`src/hdl/dup_pkg.sv`:
```
package dup_pkg;

    // Characters recognized by the parser
    localparam logic [7:0] CH_DOT = 8'h2E;
    localparam logic [7:0] CH_CR  = 8'h0D;
    localparam logic [7:0] CH_LF  = 8'h0A;

    // Configuration register indexes
    localparam logic CFG_DOT_MODE = 1'b0;
    localparam logic CFG_STRIP_CR = 1'b1;

    // Result queue sizing: room for a two-result push on top of two queued entries
    localparam int FIFO_DEPTH = 4;
    localparam int PTR_W      = $clog2(FIFO_DEPTH);
    localparam int CNT_W      = PTR_W + 1;

    // Line phase; encodings 5..7 are never produced and decode as start of line
    typedef enum logic [2:0] {
        PH_SOL   = 3'd0,  // start of line
        PH_MID   = 3'd1,  // inside a line
        PH_DOT   = 3'd2,  // leading dot held back
        PH_DOTCR = 3'd3,  // leading dot and CR held back
        PH_EOD   = 3'd4   // terminator seen, bytes ignored
    } phase_t;

    // One result transaction
    typedef struct packed {
        logic [7:0] out_byte;
        logic       end_of_line;
        logic       end_of_data;
        logic       last;
    } res_t;

    // Outcome of handling one byte as part of a line body
    typedef struct packed {
        logic   emit;
        res_t   res;
        phase_t ph;
    } mid_t;

    // Decision for one input byte, core -> top
    typedef struct packed {
        logic [1:0]      cnt;
        res_t [1:0]      res;
        phase_t          ph_next;
    } step_t;

    function automatic mid_t mid_line(input logic [7:0] b, input logic strip);
        mid_t m;
        m.emit            = 1'b1;
        m.res.out_byte    = b;
        m.res.end_of_line = 1'b0;
        m.res.end_of_data = 1'b0;
        m.res.last        = 1'b0;
        if (b == CH_LF) begin
            m.res.end_of_line = 1'b1;
            m.ph              = PH_SOL;
        end else begin
            m.emit = (b != CH_CR) || !strip;
            m.ph   = PH_MID;
        end
        return m;
    endfunction

endpackage

```
`src/hdl/dup_core.sv`:
```
module dup_core
    import dup_pkg::*;
(
    input  logic [7:0] in_byte,
    input  logic       restart,
    input  phase_t     phase,
    input  logic       dot_mode,
    input  logic       strip_cr,
    output step_t      step
);

    phase_t ph;
    mid_t   m;
    logic   use_mid;
    logic   extra_cr;
    logic   eod;

    always_comb begin
        ph       = restart ? PH_SOL : phase;
        m        = mid_line(in_byte, strip_cr);
        use_mid  = 1'b0;
        extra_cr = 1'b0;
        eod      = 1'b0;
        step.ph_next = ph;

        priority if (ph == PH_EOD) begin
            step.ph_next = PH_EOD;
        end else if (!dot_mode) begin
            use_mid = 1'b1;
        end else begin
            unique case (ph)
                PH_MID: begin
                    use_mid = 1'b1;
                end
                PH_DOT: begin
                    if (in_byte == CH_CR) begin
                        step.ph_next = PH_DOTCR;
                    end else begin
                        use_mid = 1'b1;
                    end
                end
                PH_DOTCR: begin
                    if (in_byte == CH_LF) begin
                        eod          = 1'b1;
                        step.ph_next = PH_EOD;
                    end else begin
                        extra_cr = !strip_cr;
                        use_mid  = 1'b1;
                    end
                end
                default: begin
                    // start of line, and the unused encodings
                    if (in_byte == CH_DOT) begin
                        step.ph_next = PH_DOT;
                    end else begin
                        use_mid = 1'b1;
                    end
                end
            endcase
        end

        if (use_mid) begin
            step.ph_next = m.ph;
        end

        // assemble up to two results in delivery order
        step.res[0] = m.res;
        step.res[1] = m.res;
        step.cnt    = 2'd0;
        if (eod) begin
            step.res[0].out_byte    = 8'h00;
            step.res[0].end_of_line = 1'b0;
            step.res[0].end_of_data = 1'b1;
            step.cnt                = 2'd1;
        end else if (extra_cr) begin
            step.res[0].out_byte    = CH_CR;
            step.res[0].end_of_line = 1'b0;
            step.res[0].end_of_data = 1'b0;
            step.cnt                = m.emit ? 2'd2 : 2'd1;
        end else if (use_mid && m.emit) begin
            step.cnt = 2'd1;
        end

        step.res[0].last = (step.cnt == 2'd1);
        step.res[1].last = (step.cnt == 2'd2);
    end

endmodule

```
`src/hdl/dup_fifo.sv`:
```
module dup_fifo
    import dup_pkg::*;
(
    input  logic             aclk,
    input  logic             aresetn,
    input  logic [1:0]       push_cnt,
    input  res_t [1:0]       push_res,
    output logic [CNT_W-1:0] count,
    output logic             m_tvalid,
    input  logic             m_tready,
    output logic [7:0]       m_tdata,
    output logic [1:0]       m_tuser,
    output logic             m_tlast
);

    res_t             mem [FIFO_DEPTH];
    logic [PTR_W-1:0] wr_ptr_reg, wr_ptr_next;
    logic [PTR_W-1:0] rd_ptr_reg, rd_ptr_next;
    logic [CNT_W-1:0] cnt_reg, cnt_next;
    logic             pop;
    res_t             head;

    assign head     = mem[rd_ptr_reg];
    assign m_tvalid = (cnt_reg != '0);
    assign m_tdata  = head.out_byte;
    assign m_tuser  = {head.end_of_data, head.end_of_line};
    assign m_tlast  = head.last;
    assign count    = cnt_reg;
    assign pop      = m_tvalid && m_tready;

    always_comb begin
        wr_ptr_next = wr_ptr_reg + PTR_W'(push_cnt);
        rd_ptr_next = rd_ptr_reg + PTR_W'(pop);
        cnt_next    = cnt_reg + CNT_W'(push_cnt) - CNT_W'(pop);
    end

    always_ff @(posedge aclk) begin
        if (!aresetn) begin
            wr_ptr_reg <= '0;
            rd_ptr_reg <= '0;
            cnt_reg    <= '0;
        end else begin
            wr_ptr_reg <= wr_ptr_next;
            rd_ptr_reg <= rd_ptr_next;
            cnt_reg    <= cnt_next;
        end
    end

    always_ff @(posedge aclk) begin
        if (push_cnt != 2'd0) begin
            mem[wr_ptr_reg] <= push_res[0];
        end
        if (push_cnt == 2'd2) begin
            mem[wr_ptr_reg + PTR_W'(1)] <= push_res[1];
        end
    end

    a_no_overflow: assert property (@(posedge aclk) disable iff (!aresetn)
        cnt_reg <= CNT_W'(FIFO_DEPTH))
        else $error("result queue overflow");

    a_ptr_gap: assert property (@(posedge aclk) disable iff (!aresetn)
        (cnt_reg == '0 || cnt_reg == CNT_W'(FIFO_DEPTH)) |-> (wr_ptr_reg == rd_ptr_reg))
        else $error("queue pointers disagree with count");

    a_pop_moves: assert property (@(posedge aclk) disable iff (!aresetn)
        (pop && push_cnt == 2'd0) |=> (cnt_reg == $past(cnt_reg) - CNT_W'(1)))
        else $error("pop did not reduce count");

endmodule

```
`src/hdl/dot_unstuffing_parser.sv`:
```
// Channel   | Direction | tdata              | tuser                           | tlast
// ----------+-----------+--------------------+---------------------------------+---------------
// s_ (in)   | slave     | [7:0] in_byte      | [0] restart                     | -
// m_ (out)  | master    | [7:0] out_byte     | [0] end_of_line [1] end_of_data | last of byte
// cfg_      | write     | cfg_index 0 dot_mode, 1 strip_cr; cfg_wdata[0] value
//
// Throughput: one input byte per cycle while the result queue has room for two results;
//   a byte that yields two results (held CR plus the byte itself) fills two queue entries.
// Path: an accepted byte waits in the input register, dup_core decides it combinationally,
//   and its results are written into the result queue, whose head is presented on m_.
// Reset: aresetn synchronous, active low; dot_mode=0, strip_cr=1, start of line.
// Stalls: s_tready stays high while the input register is empty or moving on;
//   a byte moves on only while the 4-entry result queue has room for two
//   results, so with m_tready low s_tready drops once three or more wait.
module dot_unstuffing_parser
    import dup_pkg::*;
(
    input  logic       aclk,
    input  logic       aresetn,
    // input stream
    input  logic       s_tvalid,
    output logic       s_tready,
    input  logic [7:0] s_tdata,   // [7:0] in_byte
    input  logic       s_tuser,   // [0] restart
    // result stream
    output logic       m_tvalid,
    input  logic       m_tready,
    output logic [7:0] m_tdata,   // [7:0] out_byte
    output logic [1:0] m_tuser,   // [0] end_of_line, [1] end_of_data
    output logic       m_tlast,   // final result of this input byte
    // configuration
    input  logic       cfg_we,
    input  logic       cfg_index,
    input  logic       cfg_wdata
);

    // input register
    logic       in_valid_reg, in_valid_next;
    logic [7:0] in_byte_reg;
    logic       in_restart_reg;

    // configuration and line state
    logic       dot_mode_reg;
    logic       strip_cr_reg;
    phase_t     phase_reg, phase_next;

    logic             consume;
    logic             s_accept;
    logic [CNT_W-1:0] q_count;
    step_t            step;
    logic [1:0]       push_cnt;

    // A byte leaves the input register only when the queue has room for two results.
    assign consume  = in_valid_reg && (q_count <= CNT_W'(FIFO_DEPTH - 2));
    assign s_tready = !in_valid_reg || consume;
    assign s_accept = s_tvalid && s_tready;
    assign push_cnt = consume ? step.cnt : 2'd0;

    always_comb begin
        in_valid_next = in_valid_reg;
        if (s_accept) begin
            in_valid_next = 1'b1;
        end else if (consume) begin
            in_valid_next = 1'b0;
        end
        phase_next = consume ? step.ph_next : phase_reg;
    end

    always_ff @(posedge aclk) begin
        if (!aresetn) begin
            in_valid_reg <= 1'b0;
            phase_reg    <= PH_SOL;
            dot_mode_reg <= 1'b0;
            strip_cr_reg <= 1'b1;
        end else begin
            in_valid_reg <= in_valid_next;
            phase_reg    <= phase_next;
            if (cfg_we) begin
                unique case (cfg_index)
                    CFG_DOT_MODE: dot_mode_reg <= cfg_wdata;
                    CFG_STRIP_CR: strip_cr_reg <= cfg_wdata;
                    default: ;
                endcase
            end
        end
    end

    // payload, no reset
    always_ff @(posedge aclk) begin
        if (s_accept) begin
            in_byte_reg    <= s_tdata;
            in_restart_reg <= s_tuser;
        end
    end

    dup_core u_core (
        .in_byte  (in_byte_reg),
        .restart  (in_restart_reg),
        .phase    (phase_reg),
        .dot_mode (dot_mode_reg),
        .strip_cr (strip_cr_reg),
        .step     (step)
    );

    dup_fifo u_fifo (
        .aclk     (aclk),
        .aresetn  (aresetn),
        .push_cnt (push_cnt),
        .push_res (step.res),
        .count    (q_count),
        .m_tvalid (m_tvalid),
        .m_tready (m_tready),
        .m_tdata  (m_tdata),
        .m_tuser  (m_tuser),
        .m_tlast  (m_tlast)
    );

    a_eod_silent: assert property (@(posedge aclk) disable iff (!aresetn)
        (consume && phase_reg == PH_EOD && !in_restart_reg) |-> (step.cnt == 2'd0))
        else $error("result produced after end of data");

    a_eod_single: assert property (@(posedge aclk) disable iff (!aresetn)
        (consume && step.cnt != 2'd0 && step.res[0].end_of_data)
            |-> (step.cnt == 2'd1 && step.ph_next == PH_EOD))
        else $error("end of data result not alone");

    a_pair_last: assert property (@(posedge aclk) disable iff (!aresetn)
        (consume && step.cnt == 2'd2) |-> (!step.res[0].last && step.res[1].last))
        else $error("last flag misplaced on result pair");

    a_held_input: assert property (@(posedge aclk) disable iff (!aresetn)
        (in_valid_reg && !consume) |=> (in_valid_reg && $stable(in_byte_reg)))
        else $error("stalled input byte lost");

endmodule
```
`config.mk`:
```
export PLATFORM = sky130hd
export DESIGN_NAME = dot_unstuffing_parser
export DESIGN_NICKNAME = d
export VERILOG_FILES = /design/src/hdl/dup_pkg.sv /design/src/hdl/dup_core.sv /design/src/hdl/dup_fifo.sv /design/src/hdl/dot_unstuffing_parser.sv
export SDC_FILE = /design/constraint.sdc
export NUM_CORES = 1
export LEC_CHECK = 0
export BUFFER_PORTS_ARGS = -buffer_cell sky130_fd_sc_hd__buf_4
export CORE_MARGIN = 1
export CORE_UTILIZATION = 60
export DETAILED_ROUTE_END_ITERATION = 10
export PLACE_DENSITY_LB_ADDON = 0.12
export SETUP_SLACK_MARGIN = 0.02
export SLEW_MARGIN = 20
export SYNTH_ARGS = -nofsm -noshare
export SYNTH_HDL_FRONTEND = slang
export SYNTH_HIERARCHICAL = 1
export SYNTH_SLANG_ARGS = --single-unit
```
`constraint.sdc`:
```
create_clock -name aclk -period 4.31 [get_ports aclk]
set_input_delay 0.6465 -clock aclk [delete_from_list [all_inputs] [get_ports aclk]]
set_output_delay 0.6465 -clock aclk [all_outputs]
set_load 0.01 [all_outputs]
```
; ---- Yosys cells after proc, flatten, opt, wreduce, memory -nomap -nowiden
; Memories as Yosys holds them, arrays and structs flattened. A register that Yosys moved wholly into a read port is not among the register bits.
; Index checks and enable logic that the tools add are counted.
[totals]
ff_bits = 22
mem_bits_rw = 44
in_bits = 16
out_inout_bits = 13
elab_cells = 79
memories = 1
[classes]
add_sub_neg = 5
order_cmp = 1
n_eq_ne = 11
muxes = 38
bitwise = 1
n_reduce_logical = 13
[mem_list]
columns = name, words, width, read_ports, rd_clocked_by_memory_dff, wr, line
row1 = u_fifo.mem, 4, 11, 1, 1, 2, dup_fifo.sv:16  ; res_t mem [FIFO_DEPTH];
[op_table]
columns = operator, n
row1 = $mux W1, 22
row2 = $mux W3, 7
row3 = $mux W10, 2
row4 = $eq A8 B4 Y1 const B, 2
row5 = $mux W2, 5
row6 = $pmux W3 S3, 1
row7 = $eq A8 B6 Y1 const B, 1
row8 = $ne A8 B4 Y1 const B, 1
row9 = $eq A3 B2 Y1 const B, 2
row10 = $eq A2 B2 Y1 const B, 2
row11 = $logic_and A1 B1 Y1, 4
row12 = $reduce_and A2 Y1, 2
row13 = $reduce_bool A2 Y1, 2
row14 = $add A3 B2 Y3, 1
row15 = $eq A3 B1 Y1 const B, 1
row16 = $eq A3 B3 Y1 const B, 1
row17 = $le A3 B2 Y1 const B, 1
row18 = $pmux W1 S3, 1
row19 = $reduce_bool A3 Y1, 1
row20 = $sub A3 B1 Y3, 1
row21 = $add A2 B1 Y2, 1
row22 = $add A2 B1 Y2 const B, 1
row23 = $add A2 B2 Y2, 1
row24 = $eq A2 B1 Y1 const B, 1
row25 = other kinds (3), 5

; ---- Logic depth before layout (Yosys ltp)
; Gate-level depths: netlist of run 1.
[depth]
depth_word = 13
depth_mapped = 12

; ---- By module
; The synthesis of run 1 kept the hierarchy.
[modules_own_cells]
columns = mod, instances, cells_per_inst, area_per_inst_um2, seq_area_each_um2
row1 = dup_fifo, 1, 151, 2715.1, 1461.4
row2 = dot_unstuffing_parser, 1, 41, 551.8, 390.4
row3 = dup_core, 1, 59, 415.4, 0.0

; ---- Least setup slack after synthesis of run 1
; OpenSTA, ideal clock, no wires.
[synth_timing]
kind = register to register
startpoint = register in_byte_reg[4]
endpoint = memory u_fifo/mem[0][0] in the netlist's numbering, enable pin
setup_ps = 397
arrival_ps = 2963
slack_ps = 950
stages_incl_launch_ff = 10
cell_sequence = edfxtp_1 > or4_1 > or2_1 > buf_6 > inv_2 > o21ai_2 > a31oi_1 > and3_1 > nor2_1 > o31ai_1
[synth_rtl]
columns = item, line
row1 = from (decl), dot_unstuffing_parser.sv:39  ; logic [7:0] in_byte_reg;
row2 = from (signal assigned), dot_unstuffing_parser.sv:91  ; in_byte_reg <= s_tdata;
row3 = to (decl), dup_fifo.sv:16

==> flow_summary_export.csv, run 1 <==
group,metric,value,unit
sta,rsz0062_at_grt,"no",
setup_path,cp-start-kind,"flop",
synthesis,synth_cells,251,
sta,relSlewSlack,44.4,%
floorplan,start_util,62.2,%
sta,finalSetupViolations,0,
sta,fin_crit_sh,78.7,%
detailed_routing,dr.pass1.iters,4,
floorplan,die_h,80.3,um
sta,finalMaxSlewViolations,0,
clock_tree,cts_resized,0,
floorplan,fp.coreArea,5920,um^2
detailed_routing,wl_per_cell,18.4,um
grt,antenna_found_initial,0,
detailed_routing,drc,0,
power_and_ir_drop,ir_worst_vdd,0.000340,V
grt,gr-total-overflow,0,
synthesis,syn_area,3680,um^2
synthesis,synth_common_cells,"edfxtp_1 (53), mux2_4 (28), nand2_1 (14), dfxtp_1 (13), buf_4 (12)",
place,post_dp_cell_area,3860,um^2
finish,nNetsFinal,294,
setup_path,cpMaxStageDelayCell,"nand4b_2",
finish,fillCellCount,413,
synthesis,syn-num-nets,271,
sta,whs,0.477,ns
grt,grtUsageTotal,23.1,%
clock_tree,cts_tree,"yes",
place,numPortBuffers,28,
setup_path,cp-end-kind,"flop",
clock_tree,root_buffer,"clkbuf_8",
synthesis,synth_area_leaders,"edfxtp_1 (43%), mux2_4 (11%), dfxtp_1 (7.1%), mux4_2 (6.7%), mux2_1 (3.1%)",
finish,drive_gt1_share,37.3,%
floorplan,die_area,6450,um^2
power_and_ir_drop,power_density,431,nW/um^2
clock_tree,htreeDepth,3,
outcome,outcome,"finished, final reports clean",
place,routabilityCongestion,0.828,
clock_tree,cts_hold_buf,0,
clock_tree,clock-sinks,66,
floorplan,die_x,80.3,um
clock_tree,insertion_delay,0.34,ns
synthesis,seq_area_frac_synth,50.3,%
grt,grt_pass1_wl,10500,um
clock_tree,numCtsBuffers,9,
detailed_routing,finalWirelength,6530,um
detailed_routing,routed-via-count,2040,
power_and_ir_drop,leakage,1.57,nW
synthesis,synth.most_common_cell,"edfxtp_1",
finish,design_area,4080,um^2
synthesis,synth_flop_cell,"edfxtp_1",
synthesis,synth-edff-count,53,
grt,grt_pass1_vias,2022,
sta,tns,0,ns
synthesis,synth_area_leader_cell,"edfxtp_1",
finish,largest_register_ffs,44,
detailed_routing,avgViaCountPerCell,5.76,
clock_tree,clk_pin_slew,0.07,ns
hold_path,min_path_type,"input pin to flop",
setup_path,path_cells,"or4_1 > or2_1 > o221ai_4 > a31oi_1 > and3_1 > nand4b_2 > o31ai_1 > buf_4",
setup_path,arrival,3.44,ns
synthesis,ys_warn_count,6,
sta,max_freq,295,MHz
sta,worst_pin_slew,0.832,ns
synthesis,synth_cell_types,55,
setup_path,critPathMaxFanout,12,
detailed_routing,ant_nets,0,
finish,areaGrowthSynthToFinish,10.9,%
clock_tree,post-cts-setup-buffers,0,
finish,antenna_cells,0,
detailed_routing,initialDrtViolationCount,80,
setup_path,worstSetupPathType,"flop to flop",
setup_path,required,4.35,ns
sta,hold_violations,0,
finish,fin_util,69.0,%
place,dp_hpwl,4580,um
synthesis,synth_seq_cells,66,
setup_path,slowest_delay,0.59,ns
sta,period_needed,3.39,ns
run,cap_violations,0,
synthesis,synth_top_area_share,43.2,%
floorplan,num_rows,28,
clock_tree,clockBufferDepth,2,
grt,grt_max_degree,19,
floorplan,io_pins,29,
sta,clock_skew,0.00999,ns
synthesis,async_flop_share,0,%
synthesis,synth.avg_cell_area,14.7,um^2
-- path summary, 6_finish.rpt --
check	startpoint	to	depth (start not counted)	slack (ns)
worst min register to register	strip_cr_reg	strip_cr_reg	2	0.49
worst max-delay path	in_byte_reg[4]	u_fifo/mem[0][3]	8	0.92
worst min-delay path	s_tdata[0]	in_byte_reg[0]	1	0.48
worst max register to register	in_byte_reg[4]	u_fifo/mem[0][3]	8	0.92
-- worst max-delay path, delay by kind of cell, from the launching register on --
kind / cells / cell delay [ns]
AO/OA/AOI/OAI: 3 / 0.56
buffers and inverters: 1 / 0.24
flip-flops: 1 / 0.50
AND/OR/NAND/NOR: 4 / 1.81
-- per-stage QoR --
step	worst slack, ns	total power, mW	std cells
2_1_floorplan	0.950	1.09	251
3_3_place_gp	0.975	1.19	338
3_5_place_dp	0.930	1.21	338
4_1_cts	0.916	1.78	354
5_1_grt	0.712	1.84	354
6_report	0.917	1.76	354
-- metal layers --
layer | wire length, um | vias to the layer above | global-route usage, %
li1 | - | 992 | -
met1 | 2850 | 992 | 28.7
met2 | 3270 | 49 | 38.8
met3 | 322 | 7 | 6.14
met4 | 80 | 0 | 7.50
met5 | 0 | - | 0
-- layout by cell type (no fill, tap or decap), types with 4 or more instances in the layout --
master    instances
edfxtp_1         53
buf_4            34
mux2_4           28
nand2_1          14
dfxtp_1          13
mux4_2           11
clkbuf_8         10
mux2_1           10
and2_1            9
mux2i_1           8
nor2b_1           6
mux2_2            6
nand2b_1          5
inv_1             5
nor2_1            5
and3_1            4
-- cell type report --
type	count	area [um^2]	area share (%)
clock inverter	4	76.3	1.87
sequential	66	1850	45.4
clock buffer	12	145	3.56
tap	75	93.8	2.30
inverter	6	22.5	0.552
timing repair buffer	34	255	6.25
multi-input combinational	157	1640	40.1
-- kinds of logic (layout without fill, tap and decap cells) --
family | count (synthesis) | count (layout) | synth area share, %
xor gates and xnor gates | 2 | 2 | 1.22
AOI/OAI and AO/OA | 18 | 18 | 4.15
buffers and inverters | 28 | 56 | 5.23
adders and majority gates | 4 | 4 | 1.56
other | 1 | 1 | 0.102
and+or+nand+nor | 69 | 69 | 12.2
muxes | 63 | 63 | 25.2
DFF | 66 | 66 | 50.3
-- where the power goes --
| group | leakage [nW] | switching [mW] | internal [mW] | total, mW |
|---|---|---|---|---|
| clock network | 0.107 | 0.233 | 0.343 | 0.576 |
| registers | 0.593 | 0.0802 | 0.745 | 0.825 |
| logic | 0.867 | 0.134 | 0.225 | 0.359 |
| total | 1.57 | 0.447 | 1.31 | 1.76 |
No activity file was read; power rests on OpenSTA's default activity.
==> run 2, diff against run 1 <==
- clock period: 4.31 -> 3.53 ns (I/O delays scaled with it)
==> run 2 against run 1 <==
Effect of this change:
- clock power is 4.3% higher
- sequential share of layout area is 0.33 points lower
- power is 17% higher
- first-iteration DRC count is 2.5% higher
- die area stayed put
- cell area is 0.74% higher
- flip-flop and latch count stayed put
==> flow_summary_export.csv, run 2 (synthesized netlist as in run 1, its figures left out) <==
group,metric,value,unit
outcome,outcome,"finished, final reports clean",
detailed_routing,ant_nets,0,
sta,max_freq,310,MHz
grt,grt_max_degree,19,
setup_path,cp-start-kind,"flop",
place,dp_hpwl,4430,um
setup_path,required,3.57,ns
detailed_routing,drc,0,
floorplan,num_rows,28,
grt,gr-total-overflow,0,
sta,whs,0.354,ns
grt,antenna_found_initial,0,
sta,finalSetupViolations,0,
power_and_ir_drop,leakage,1.59,nW
sta,worst_pin_slew,0.943,ns
sta,finalMaxSlewViolations,0,
finish,final_common_cell,"edfxtp_1",
finish,areaGrowthSynthToFinish,11.7,%
sta,hold_violations,0,
floorplan,fp.coreArea,5920,um^2
place,numPortBuffers,28,
setup_path,critPathMaxFanout,12,
clock_tree,insertion_delay,0.35,ns
sta,relSlewSlack,36.9,%
sta,rsz0062_at_grt,"no",
run,cap_violations,0,
power_and_ir_drop,finalPower,2.06,mW
sta,fin_crit_sh,91.4,%
finish,final_cell_mix,"edfxtp_1 (53), buf_4 (43), mux2_4 (28), nand2_1 (14), dfxtp_1 (13)",
finish,antenna_cells,0,
detailed_routing,finalWirelength,6540,um
grt,grt_pass1_wl,10400,um
finish,fin_cells,363,
hold_path,min_path_type,"input pin to flop",
clock_tree,htreeDepth,3,
clock_tree,clk_pin_slew,0.07,ns
sta,clock_skew,0.00553,ns
sta,tns,0,ns
setup_path,cp-end-kind,"flop",
floorplan,die_x,80.3,um
clock_tree,cts_hold_buf,0,
finish,largest_register_ffs,44,
floorplan,die_area,6450,um^2
detailed_routing,dr.pass1.iters,4,
grt,grtUsageTotal,22.7,%
clock_tree,cts_tree,"yes",
sta,period_needed,3.23,ns
clock_tree,numCtsBuffers,9,
clock_tree,clock-sinks,66,
detailed_routing,initialDrtViolationCount,82,
floorplan,io_pins,29,
place,place_inst,347,
place,routabilityCongestion,0.809,
floorplan,start_util,62.2,%
setup_path,arrival,3.27,ns
clock_tree,root_buffer,"clkbuf_8",
floorplan,die_h,80.3,um
detailed_routing,routed-via-count,2069,
grt,grt_pass1_vias,2084,
clock_tree,clockBufferDepth,2,
setup_path,worstSetupPathType,"flop to flop",
power_and_ir_drop,ir_worst_vdd,0.000320,V
detailed_routing,avgViaCountPerCell,5.70,
finish,fillCellCount,406,
clock_tree,cts_resized,0,
clock_tree,post-cts-setup-buffers,0,
finish,nNetsFinal,303,
power_and_ir_drop,power_density,500,nW/um^2
detailed_routing,wl_per_cell,18.0,um
finish,drive_gt1_share,38.5,%
==> run 2: cell types whose count changed in the layout (fill, tap and decap cells not counted) <==
cell | before | now
clkinv_4 | 1 | 0
clkinv_1 | 0 | 4
clkinvlp_4 | 1 | 2
bufinv_16 | 2 | 1
clkbuf_1 | 2 | 0
buf_4 | 34 | 43
clkbuf_8 | 10 | 9
==> run 2: critical path, stage by stage (launching register included) <==
cell and delay [ns]:
edfxtp_1 0.38, or4_1 0.56, or2_1 0.37, o221ai_4 0.25
a31oi_1 0.10, and3_1 0.19, buf_4 0.17, and4bb_4 0.51
o21bai_1 0.16, buf_4 0.23
==> run 2: metrics by stage <==
step                      utilization [%]  area, um^2  setup WS, ns
after global placement               66.4        3930         0.350
after floorplan                         -        3680         0.170
after CTS                            69.5        4110         0.303
final                                69.5        4110         0.303
after global routing                 69.5        4110         0.158
after detailed placement             66.4        3930         0.314
==> run 2: layer usage <==
metal	share of wire [%]	global-route usage, %	wire length [um]
met1	48	28.9	3130
met3	3.8	5.45	250
met2	47	37.2	3060
met5	0	0	0
met4	1.5	8.57	95
==> run 2: cell type report <==
cell class                      count  area, um^2  area share [%]
Clock inverter                      7        60.1            1.46
Multi-Input combinational cell    157        1640            39.8
Inverter                            6        22.5           0.548
Tap cell                           75        93.8            2.28
Clock buffer                        9         124            3.01
Timing Repair Buffer               43         323            7.85
Sequential cell                    66        1850            45.0
==> run 2: where the power goes <==
| part | switching, mW | total (mW) | leakage, nW | internal [mW] |
|---|---|---|---|---|
| clock network | 0.285 | 0.601 | 0.0854 | 0.316 |
| logic | 0.178 | 0.462 | 0.909 | 0.284 |
| registers | 0.0864 | 0.996 | 0.593 | 0.910 |
==> run 2: path summary, 6_finish.rpt <==
| check | from | end | slack (ns) | cells after the start |
|---|---|---|---|---|
| setup / recovery | in_byte_reg[4] | u_fifo/mem[2][3] | 0.30 | 9 |
| hold / removal | s_tdata[0] | in_byte_reg[0] | 0.35 | 1 |
| setup reg to reg | in_byte_reg[4] | u_fifo/mem[2][3] | 0.30 | 9 |
| hold reg to reg | strip_cr_reg | strip_cr_reg | 0.51 | 2 |
